[config.mk]
export PLATFORM = sky130hd
export DESIGN_NAME = kth_permutation_unrank
export DESIGN_NICKNAME = d
export VERILOG_FILES = /design/src/rtl/kpu_pkg.sv /design/src/rtl/kpu_cell.sv /design/src/rtl/kth_permutation_unrank.sv
export SDC_FILE = /design/constraint.sdc
export NUM_CORES = 1
export LEC_CHECK = 0
export ABC_CLOCK_PERIOD_IN_PS = 6100
export BUFFER_PORTS_ARGS = -buffer_cell sky130_fd_sc_hd__buf_2
export CORE_MARGIN = 1
export CORE_UTILIZATION = 59
export CTS_BUF_LIST = sky130_fd_sc_hd__clkbuf_8
export CTS_CLUSTER_DIAMETER = 40
export CTS_CLUSTER_SIZE = 40
export DETAILED_ROUTE_END_ITERATION = 10
export PLACE_DENSITY = 0.87
export SETUP_SLACK_MARGIN = 0.3
export SYNTH_ARGS = -nofsm -noshare
export SYNTH_HDL_FRONTEND = slang
export SYNTH_SLANG_ARGS = --single-unit
export TNS_END_PERCENT = 5
[constraint.sdc]
create_clock -name clk_i -period 6.1 [get_ports clk_i]
set_input_delay 1.22 -clock clk_i [delete_from_list [all_inputs] [get_ports clk_i]]
set_output_delay 1.22 -clock clk_i [all_outputs]
set_load 0.005 [all_outputs]
[src/rtl/kpu_pkg.sv]
// ----------------------------------------------------------------------------
// kpu_pkg: shared types, widths and constants for the permutation unranker
// Widths of the request and result fields, the factorial function and the
// control bundle broadcast from the sequencer to the row of pool cells.
// ----------------------------------------------------------------------------
package kpu_pkg;

  localparam int unsigned SIZE_W          = 4;
  localparam int unsigned RANK_W          = 19;
  localparam int unsigned DIGIT_W         = 4;
  // Wide enough for 12! and for every multiple j * (a-1)! with j < a <= 12.
  localparam int unsigned THR_W           = 32;
  localparam int unsigned MAX_SYMBOLS_DEF = 9;

  typedef struct packed {
    logic              load;
    logic              step;
    logic [SIZE_W-1:0] avail;
  } cell_ctrl_t;

  function automatic logic [THR_W-1:0] fact_f(input int unsigned m);
    logic [THR_W-1:0] f;
    f = THR_W'(1);
    for (int unsigned i = 2; i <= m; i++) begin
      f = f * THR_W'(i);
    end
    return f;
  endfunction

endpackage

[src/rtl/kpu_cell.sv]
// ----------------------------------------------------------------------------
// kpu_cell: one entry of the ordered pool of unused symbols
// Holds one symbol, compares the remaining rank against its own multiple of
// the current factorial, and pulls the symbol of its right neighbor when an
// entry at or left of it is removed.
// ----------------------------------------------------------------------------
module kpu_cell #(
  parameter int unsigned Index      = 0,
  parameter int unsigned MaxSymbols = kpu_pkg::MAX_SYMBOLS_DEF
) (
  input  logic                             clk_i,
  input  kpu_pkg::cell_ctrl_t              ctrl_i,
  input  logic [kpu_pkg::RANK_W-1:0]       rem_i,
  input  logic [kpu_pkg::DIGIT_W-1:0]      next_sym_i,
  input  logic                             next_ge_i,
  output logic [kpu_pkg::DIGIT_W-1:0]      sym_o,
  output logic                             ge_o,
  output logic                             sel_o,
  output logic [kpu_pkg::THR_W-1:0]        thr_o
);

  logic [kpu_pkg::DIGIT_W-1:0] sym_q;
  logic [kpu_pkg::DIGIT_W-1:0] sym_d;
  logic [kpu_pkg::THR_W-1:0]   thr;
  logic                        in_pool;

  // Threshold Index * (avail-1)!, picked from constants by the pool size.
  always_comb begin
    thr = '0;
    for (int unsigned a = 1; a <= MaxSymbols; a++) begin
      if (ctrl_i.avail == kpu_pkg::SIZE_W'(a)) begin
        thr = kpu_pkg::THR_W'(Index) * kpu_pkg::fact_f(a - 1);
      end
    end
  end

  assign in_pool = (kpu_pkg::SIZE_W'(Index) < ctrl_i.avail);
  assign ge_o    = (Index == 0) ||
                   (in_pool && ({{(kpu_pkg::THR_W-kpu_pkg::RANK_W){1'b0}}, rem_i} >= thr));
  assign sel_o   = ge_o && !next_ge_i;
  assign thr_o   = thr;
  assign sym_o   = sym_q;

  always_comb begin
    sym_d = sym_q;
    if (ctrl_i.load) begin
      sym_d = kpu_pkg::DIGIT_W'(Index + 1);
    end else if (ctrl_i.step && !next_ge_i) begin
      // Close the gap left by the removed entry.
      sym_d = next_sym_i;
    end
  end

  always_ff @(posedge clk_i) begin
    sym_q <= sym_d;
  end

endmodule

[src/rtl/kth_permutation_unrank.sv]
// ----------------------------------------------------------------------------
// kth_permutation_unrank: k-th lexicographic permutation of 1..n
// An accepted request is loaded first; each later step emits one position:
// one digit per cycle while the output is not stalled, or one error result.
// A new request is accepted only once the last result has been registered.
// Reset: asynchronous, active low; clears the sequencer and output valid.
// ----------------------------------------------------------------------------
module kth_permutation_unrank #(
  parameter int unsigned MaxSymbols = kpu_pkg::MAX_SYMBOLS_DEF
) (
  input  logic                         clk_i,
  input  logic                         rst_ni,
  input  logic                         in_valid_i,
  output logic                         in_stall_o,
  input  logic [kpu_pkg::SIZE_W-1:0]   set_size_i,
  input  logic [kpu_pkg::RANK_W-1:0]   rank_i,
  output logic                         out_valid_o,
  input  logic                         out_stall_i,
  output logic [kpu_pkg::DIGIT_W-1:0]  digit_o,
  output logic                         last_o,
  output logic                         bad_rank_o
);

  logic                        busy_q, busy_d;
  logic                        bad_q, bad_d;
  logic [kpu_pkg::RANK_W-1:0]  rem_q, rem_d;
  logic [kpu_pkg::SIZE_W-1:0]  avail_q, avail_d;
  logic                        out_valid_q, out_valid_d;
  logic [kpu_pkg::DIGIT_W-1:0] out_digit_q;
  logic                        out_last_q;
  logic                        out_bad_q;

  logic                        accept;
  logic                        advance;
  logic                        req_bad;
  logic [kpu_pkg::THR_W-1:0]   fact_n;
  kpu_pkg::cell_ctrl_t         ctrl;

  logic [kpu_pkg::DIGIT_W-1:0] sym  [MaxSymbols];
  logic [kpu_pkg::THR_W-1:0]   thr  [MaxSymbols];
  logic [MaxSymbols-1:0]       ge;
  logic [MaxSymbols-1:0]       sel;
  logic [kpu_pkg::DIGIT_W-1:0] sel_sym;
  logic [kpu_pkg::THR_W-1:0]   sel_thr;

  assign accept     = in_valid_i && !busy_q;
  assign in_stall_o = busy_q;
  assign advance    = busy_q && (!out_valid_q || !out_stall_i);

  always_comb begin
    fact_n = '0;
    for (int unsigned m = 1; m <= MaxSymbols; m++) begin
      if (set_size_i == kpu_pkg::SIZE_W'(m)) begin
        fact_n = kpu_pkg::fact_f(m);
      end
    end
  end

  assign req_bad = (set_size_i == '0) ||
                   (set_size_i > kpu_pkg::SIZE_W'(MaxSymbols)) ||
                   (rank_i == '0) ||
                   ({{(kpu_pkg::THR_W-kpu_pkg::RANK_W){1'b0}}, rank_i} > fact_n);

  assign ctrl.load  = accept;
  assign ctrl.step  = advance && !bad_q;
  assign ctrl.avail = avail_q;

  for (genvar j = 0; j < MaxSymbols; j++) begin : g_cell
    logic [kpu_pkg::DIGIT_W-1:0] nsym;
    logic                        nge;
    if (j == MaxSymbols - 1) begin : g_end
      assign nsym = '0;
      assign nge  = 1'b0;
    end else begin : g_mid
      assign nsym = sym[j+1];
      assign nge  = ge[j+1];
    end
    kpu_cell #(
      .Index     (j),
      .MaxSymbols(MaxSymbols)
    ) u_cell (
      .clk_i     (clk_i),
      .ctrl_i    (ctrl),
      .rem_i     (rem_q),
      .next_sym_i(nsym),
      .next_ge_i (nge),
      .sym_o     (sym[j]),
      .ge_o      (ge[j]),
      .sel_o     (sel[j]),
      .thr_o     (thr[j])
    );
  end

  always_comb begin
    sel_sym = '0;
    sel_thr = '0;
    for (int unsigned j = 0; j < MaxSymbols; j++) begin
      if (sel[j]) begin
        sel_sym = sel_sym | sym[j];
        sel_thr = sel_thr | thr[j];
      end
    end
  end

  always_comb begin
    busy_d      = busy_q;
    bad_d       = bad_q;
    rem_d       = rem_q;
    avail_d     = avail_q;
    out_valid_d = out_valid_q;
    if (!out_stall_i) begin
      out_valid_d = 1'b0;
    end
    if (accept) begin
      busy_d  = 1'b1;
      bad_d   = req_bad;
      rem_d   = rank_i - kpu_pkg::RANK_W'(1);
      avail_d = set_size_i;
    end else if (advance) begin
      out_valid_d = 1'b1;
      rem_d       = rem_q - sel_thr[kpu_pkg::RANK_W-1:0];
      avail_d     = avail_q - kpu_pkg::SIZE_W'(1);
      if (bad_q || (avail_q == kpu_pkg::SIZE_W'(1))) begin
        busy_d = 1'b0;
      end
    end
  end

  always_ff @(posedge clk_i or negedge rst_ni) begin
    if (!rst_ni) begin
      busy_q      <= 1'b0;
      out_valid_q <= 1'b0;
    end else begin
      busy_q      <= busy_d;
      out_valid_q <= out_valid_d;
    end
  end

  always_ff @(posedge clk_i) begin
    bad_q   <= bad_d;
    rem_q   <= rem_d;
    avail_q <= avail_d;
    if (advance) begin
      out_digit_q <= bad_q ? '0 : sel_sym;
      out_last_q  <= bad_q || (avail_q == kpu_pkg::SIZE_W'(1));
      out_bad_q   <= bad_q;
    end
  end

  assign out_valid_o = out_valid_q;
  assign digit_o     = out_digit_q;
  assign last_o      = out_last_q;
  assign bad_rank_o  = out_bad_q;

`ifndef SYNTHESIS
  a_sel_onehot: assert property (@(posedge clk_i) disable iff (!rst_ni)
    busy_q && !bad_q |-> $onehot(sel))
    else $error("pool selection is not one-hot");

  a_avail_live: assert property (@(posedge clk_i) disable iff (!rst_ni)
    busy_q && !bad_q |-> avail_q != '0)
    else $error("sequencer busy with empty pool");

  a_err_shape: assert property (@(posedge clk_i) disable iff (!rst_ni)
    out_valid_q && out_bad_q |-> out_last_q && out_digit_q == '0)
    else $error("error result without last or with nonzero digit");

  a_digit_nonzero: assert property (@(posedge clk_i) disable iff (!rst_ni)
    out_valid_q && !out_bad_q |-> out_digit_q != '0)
    else $error("valid result carries digit zero");
`endif

endmodule

## After elaboration in Yosys (flattened, before gate mapping)

Cells that the tools add are included.

- Add/subtract/negate cells: 3
- Muxes and demuxes: 108
- Order comparisons: 18
- Reduce and logical (&&, ||, !) cells: 48
- Equality and inequality tests: 18
- Bitwise operators: 15

Operators by type and width:

| kind | count |
|---|---|
| 2-to-1 mux 32 bit | 69 |
| greater-or-equal comparator 19 x 32 -> 1 bit | 8 |
| 2-to-1 mux 19 bit | 10 |
| OR 19 bit | 7 |
| 2-to-1 mux 4 bit | 12 |
| == test 4 x 3 -> 1 bit (second input constant) | 8 |
| > comparator 19 x 32 -> 1 bit | 1 |
| OR 4 bit | 8 |
| logical AND 1 bit | 26 |
| zero test 19 bit | 1 |
| subtractor 19 x 1 -> 19 bit (second input constant) | 1 |
| subtractor 19 bit | 1 |
| == test 4 x 2 -> 1 bit (second input constant) | 4 |
| == test 4 bit (second input constant) | 4 |
| < comparator 3 x 4 -> 1 bit (first input constant) | 4 |
| 2-to-1 mux 3 bit | 5 |
| zero test 1 bit | 12 |
| == test 4 x 1 -> 1 bit (second input constant) | 2 |
| < comparator 2 x 4 -> 1 bit (first input constant) | 2 |
| 2-to-1 mux 1 bit | 8 |
| 2-to-1 mux 2 bit | 3 |
| logical OR 1 bit | 5 |
| 2-to-1 mux 5 bit | 1 |
| > comparator 4 bit (second input constant) | 1 |
| other kinds (6) | 7 |

- Output and inout bits: 8
- Bits in registers: 64
- Input bits: 27
- Logic and storage cells: 227

## Logic depth before layout (Yosys ltp)

- Depth after elaboration: 32
- Depth in mapped cells: 28
- Depth with buffers taken out: 26

## Hierarchy

A second synthesis with hierarchy kept.

- Cells, all modules: 1403
- Area total of the unflattened synthesis: 11252.0 um2

By module, submodules not included:

| module | instances | area each (um2) | sequential area each (um2) | cells an instance |
|---|---|---|---|---|
| kth_permutation_unrank | 1 | 3967.6 | 950.9 | 456 |
| kpu_cell at g_cell[5].u_cell | 1 | 957.2 | 80.1 | 122 |
| kpu_cell at g_cell[6].u_cell | 1 | 927.1 | 80.1 | 118 |
| kpu_cell at g_cell[7].u_cell | 1 | 859.6 | 80.1 | 113 |
| kpu_cell at g_cell[2].u_cell | 1 | 839.6 | 80.1 | 110 |
| kpu_cell at g_cell[4].u_cell | 1 | 835.8 | 80.1 | 111 |
| kpu_cell at g_cell[3].u_cell | 1 | 833.3 | 80.1 | 113 |
| kpu_cell at g_cell[8].u_cell | 1 | 803.3 | 80.1 | 103 |
| kpu_cell at g_cell[1].u_cell | 1 | 790.8 | 80.1 | 104 |
| kpu_cell at g_cell[0].u_cell | 1 | 437.9 | 80.1 | 53 |

## Least setup slack after synthesis

Ideal clock, no wire load.

- Path type: reg-to-reg
- From: reg avail_q[0] in the netlist's numbering
- To: reg rem_q[16] in the netlist's numbering (data pin)
- Buffers on the path: 3
- Arrival time: 5.404 ns
- Stages on the path, launching flop included: 28
- Path slack: 0.426 ns
- Required time: 5.830 ns
- Library setup time: 0.270 ns
- Clock period less this slack: 5.674 ns
- Cells stage by stage: edfxtp_1 inv_1 ha_1 clkbuf_1 nor2_1 nor3_1 o211ai_1 ha_1 nand2_1 o21ai_0 a211oi_1 o2111a_1 or3_1 or2_0 buf_2 buf_2 a41oi_1 ha_1 inv_1 fa_1 a21oi_1 nor3_1 o211ai_1 a31oi_1 a41oi_1 nor2b_1 xor2_1 a21oi_1

- Cells in the longest elaborated chain, start to end: 32
- Elaborated cells on any way between the ends: 137
- Classes of those cells: add/sub (1); order compare (16); eq/ne (9); mux (82); bitwise (7); reduce/logical (22)

RTL lines:

| what | line | text |
|---|---|---|
| start, declared | kth_permutation_unrank.sv:27 | `logic [kpu_pkg::SIZE_W-1:0] avail_q, avail_d;` |
| start signal, assigned | kth_permutation_unrank.sv:142 | `avail_q <= avail_d;` |
| == test 4 x 1 -> 1 bit | kpu_cell.sv:31 | `if (ctrl_i.avail == kpu_pkg::SIZE_W'(a)) begin` |
| 2-to-1 mux 2 bit | kpu_cell.sv:31 |  |
| 2-to-1 mux 32 bit (8 in series) | kpu_cell.sv:31 |  |
| greater-or-equal comparator 19 x 32 -> 1 bit | kpu_cell.sv:39 | `(in_pool && ({{(kpu_pkg::THR_W-kpu_pkg::RANK_W){1'b0}}, rem_i} >= thr));` |
| logical AND 1 bit | kpu_cell.sv:39 |  |
| zero test 1 bit | kpu_cell.sv:40 | `assign sel_o = ge_o && !next_ge_i;` |
| logical AND 1 bit | kpu_cell.sv:40 |  |
| 2-to-1 mux 19 bit | kth_permutation_unrank.sv:98 | `if (sel[j]) begin` |
| [... 10 more ...] | n/a |  |
| OR 19 bit | kth_permutation_unrank.sv:100 | `sel_thr = sel_thr \| thr[j];` |
| 2-to-1 mux 19 bit | kth_permutation_unrank.sv:98 |  |
| OR 19 bit | kth_permutation_unrank.sv:100 |  |
| 2-to-1 mux 19 bit (*) | kth_permutation_unrank.sv:98 |  |
| subtractor 19 bit (*) | kth_permutation_unrank.sv:121 | `rem_d = rem_q - sel_thr[kpu_pkg::RANK_W-1:0];` |
| 2-to-1 mux 19 bit (*) | kth_permutation_unrank.sv:119 | `end else if (advance) begin` |
| 2-to-1 mux 19 bit (*) | kth_permutation_unrank.sv:114 | `if (accept) begin` |
| via rem_d (one bit) | kth_permutation_unrank.sv:26 | `logic [kpu_pkg::RANK_W-1:0] rem_q, rem_d;` |
| end signal, assigned | kth_permutation_unrank.sv:141 | `rem_q <= rem_d;` |
| end, declared | kth_permutation_unrank.sv:26 |  |

Mark *: on every way through the listed nets, which the timed path passes. The rest lies on a longest branch. The select of a mux whose other input is x is not followed.
A chain may end at the register's enable or synchronous reset.

## Final worst setup path

- From: reg avail_q[2] in the netlist's numbering
- To: reg rem_q[16] in the netlist's numbering (data pin)

Same word-level chain as after synthesis.

==> flow_summary_export.csv <==
group,metric,value,unit
yosys,syn_avg_cell_area,8.095,um^2
cts,htree_levels,3,
worst_setup_path,startpoint_type,"flip-flop",
yosys,syn_inst,911,
die,die_x,113.8,um
detailed_routing,vias,7721,
cells_and_area,nNetsFinal,1145,
worst_setup_path,worstPathArrival,5.73,ns
worst_hold_path,min_to,"g_cell[6].u_cell.sym_o[2]",
worst_setup_path,crit-reg2reg-capture,"rem_q[16]",
timing,finalMaxSlewViolations,0,
cells_and_area,n_antenna_cell,0,
cells_and_area,area_growth,15.69,%
global_route,overflow,0,
yosys,syn-num-nets,1067,
yosys,synth_cell_types,83,
worst_hold_path,hold_start,"g_cell[6].u_cell.sym_o[2]",
worst_hold_path,hold_class,"flip-flop to flip-flop",
detailed_routing,vias_per_cell,6.645,
cts,numCtsBuffers,9,
yosys,synth_top_area_cell,"ha_1",
detailed_routing,post_drt_wl_per_cell,19.87,um
worst_setup_path,rr_worst_depth,22,
cts,cts_tree,"done",
yosys,synth-edff-count,30,
detailed_routing,drc,0,
detailed_routing,wirelength,23.09,mm
die,placementRows,40,
timing,max_freq,0.1774,GHz
cts,clkSlewWorstSetupHoldPaths,0.07,ns
detailed_routing,first_pass_iters,7,
timing,worst_clock_skew,0.01848,ns
timing,tightest_slew,1.017,ns
cells_and_area,multi_input_area,0.005794,mm^2
yosys,synth_warnings,0,
cts,clock-sinks,61,
worst_setup_path,endpoint_kind,"flip-flop",
yosys,synthTopCellsByArea,"ha_1 22%, edfxtp_1 12%, dfxtp_1 7.9%, a21oi_1 5.7%, nand2_1 4.4%",
yosys,synth_top_area_share,0.2172,
die,start_util,0.6089,
yosys,yosysMostFrequentCell,"ha_1",
timing,tns,0,ns
global_route,grt_first_pass_wirelength,37.09,mm
cts,postCtsHoldBufs,0,
cells_and_area,drive_above_1_share,0.1881,
cts,cts_buffer_depth,2,
detailed_routing,dr.first_iter.drc_count,766,
yosys,synthTopCellsByCount,"128 x ha_1, 87 x nand2_1, 87 x nor2_1",
yosys,async_flop_share,0.03279,
worst_setup_path,crit_fanout,9,
worst_setup_path,critPathKind,"flip-flop to flip-flop",
job,maxCapViolCount,0,
cells_and_area,regArea,0.001531,mm^2
timing,hold_viol_final,0,
timing,rsz0062_at_grt,"true",
die,die_h,113.8,um
global_route,antenna_found_initial,0,
global_route,grt_pass1_vias,7351,
global_route,track_usage,0.3656,
placement,place_congestion,0.9959,
timing,setup-violations-final,0,
cts,root_buffer,"clkbuf_8",
worst_setup_path,reg2reg_slack,0.46,ns
status,outcome,"completed",
cts,clkLatencyLatePin,0.37,ns
worst_hold_path,hold_depth,2,
placement,port-buffer-count,34,
yosys,synth-main-ff-cell,"edfxtp_1",
cells_and_area,fillers,998,
timing,maxSlewHeadroom,0.3206,
detailed_routing,ant_nets,0,
global_route,grt_max_degree,37,
yosys,synth_seq_cells,61,
timing,finalCritPeriodShare,0.9242,
yosys,syn-cell-area,0.007375,mm^2
die,io_pins,35,
placement,hpwlAfterDp,17.91,mm
die,dieArea,0.01295,mm^2
worst_setup_path,cp.required,6.19,ns
die,core,0.01211,mm^2
timing,period_minus_slack,5.637,ns
worst_setup_path,r2r_start,"avail_q[2]",
yosys,synth_seq_area_share,0.2077,
per-stage QoR:
step	worst slack [ns]	cell area (um^2)	hold WS, ns	utilization	cells
floorplan	0.4263	7375	0.4420	-	911
global placement	0.2312	7971	0.4530	0.6582	1131
detailed placement	0.09381	7971	0.4628	0.6582	1131
CTS	0.3226	8265	0.4791	0.6824	1151
global route	0.2761	8532	0.5301	0.7044	1162
finish	0.4626	8532	0.4773	0.7044	1162
worst max-delay path by stage:
stage                endpoint  slack, ns  cells past startpoint       start
floorplan           rem_q[16]       0.43                     27  avail_q[0]
global placement    rem_q[16]       0.23                     23  avail_q[1]
detailed placement  rem_q[16]       0.09                     25  avail_q[0]
CTS                 rem_q[16]       0.32                     24  avail_q[0]
global route        rem_q[15]       0.28                     23  avail_q[0]
finish              rem_q[16]       0.46                     22  avail_q[2]
layer usage:
metal,vias up,wire length (um),GRT usage,share of wire
li1,3600,-,-,-
met1,3595,9497,0.4689,0.41
met2,441,10510,0.5886,0.46
met3,85,2211,0.08077,0.096
met4,0,870,0.1654,0.038
met5,-,0,0,0
sequential cells by signal, summed over array words and instances (netlist names):
signal               flops
digit_o                  4
g_cell.u_cell.sym_o     29
bad_q                    1
last_o                   1
avail_q                  4
out_valid_o              1
rem_q                   19
bad_rank_o               1
in_stall_o               1
timing repair:
| action | 4_1_cts | 5_1_grt |
|---|---|---|
| pin swaps | 0 | 7 |
| endpoints found under the hold margin | 0 | 0 |
| endpoints found under the setup margin | 7 | 10 |
| gates resized for setup | 14 | 48 |
| setup buffers | 4 | 11 |
cells in the final DEF, fill, tap and decap left out, types with 9 or more instances in the layout:
master | synthesis | layout
a31oi_1 | 11 | 10
dfxtp_1 | 29 | 29
inv_1 | 41 | 38
o21a_1 | 12 | 11
xor2_1 | 15 | 15
nor3_1 | 23 | 18
o211ai_1 | 14 | 14
buf_4 | 3 | 59
edfxtp_1 | 30 | 30
nor2b_1 | 13 | 9
nand4_1 | 16 | 16
nand2_1 | 87 | 85
a211oi_1 | 20 | 19
o21ai_0 | 40 | 36
a21oi_1 | 84 | 79
mux2i_1 | 25 | 25
clkbuf_8 | 0 | 9
a21o_1 | 12 | 12
buf_2 | 4 | 34
nand2b_1 | 13 | 12
nor2_1 | 87 | 79
xnor2_1 | 14 | 14
ha_1 | 128 | 125
nand3_1 | 25 | 25
final cells by class:
cell class / count / area share
multi-input combinational: 781 / 0.6791
clock inverter: 7 / 0.01144
inverter: 43 / 0.01892
tap: 168 / 0.02464
timing repair buffer: 93 / 0.07186
clock buffer: 9 / 0.01452
sequential: 61 / 0.1795
kinds of logic (layout without fill, tap and decap cells):
group                    count (synthesis)  in the layout  synth area share
AND/OR/NAND/NOR                        332            332            0.2262
AO/OA/AOI/OAI                          266            266            0.2406
adder cells (fa/ha/maj)                129            129            0.2199
buffers and inverters                   69            152           0.03733
flip-flops                              61             61            0.2077
XOR/XNOR                                29             29           0.03444
multiplexers                            25             25           0.03393
worst max-delay path, cell delays in order (launching register included):
cell,delay (ns)
edfxtp_1,0.55
or2_4,0.39
nor3_2,0.20
o211ai_1,0.15
ha_1,0.34
nand2_1,0.05
o21ai_0,0.18
a211oi_2,0.14
o2111a_1,0.27
or3_1,0.44
or2_4,0.31
buf_4,0.16
a21oi_1,0.20
nor3_2,0.09
fa_1,0.45
a21oi_2,0.21
nor3_2,0.07
o211ai_1,0.32
a31oi_2,0.19
a41oi_2,0.24
nor2b_1,0.17
xor2_1,0.16
a21oi_1,0.09
Power is not shown: default switching activity piles up to over one toggle a cycle in this logic, so the estimate is an artifact.
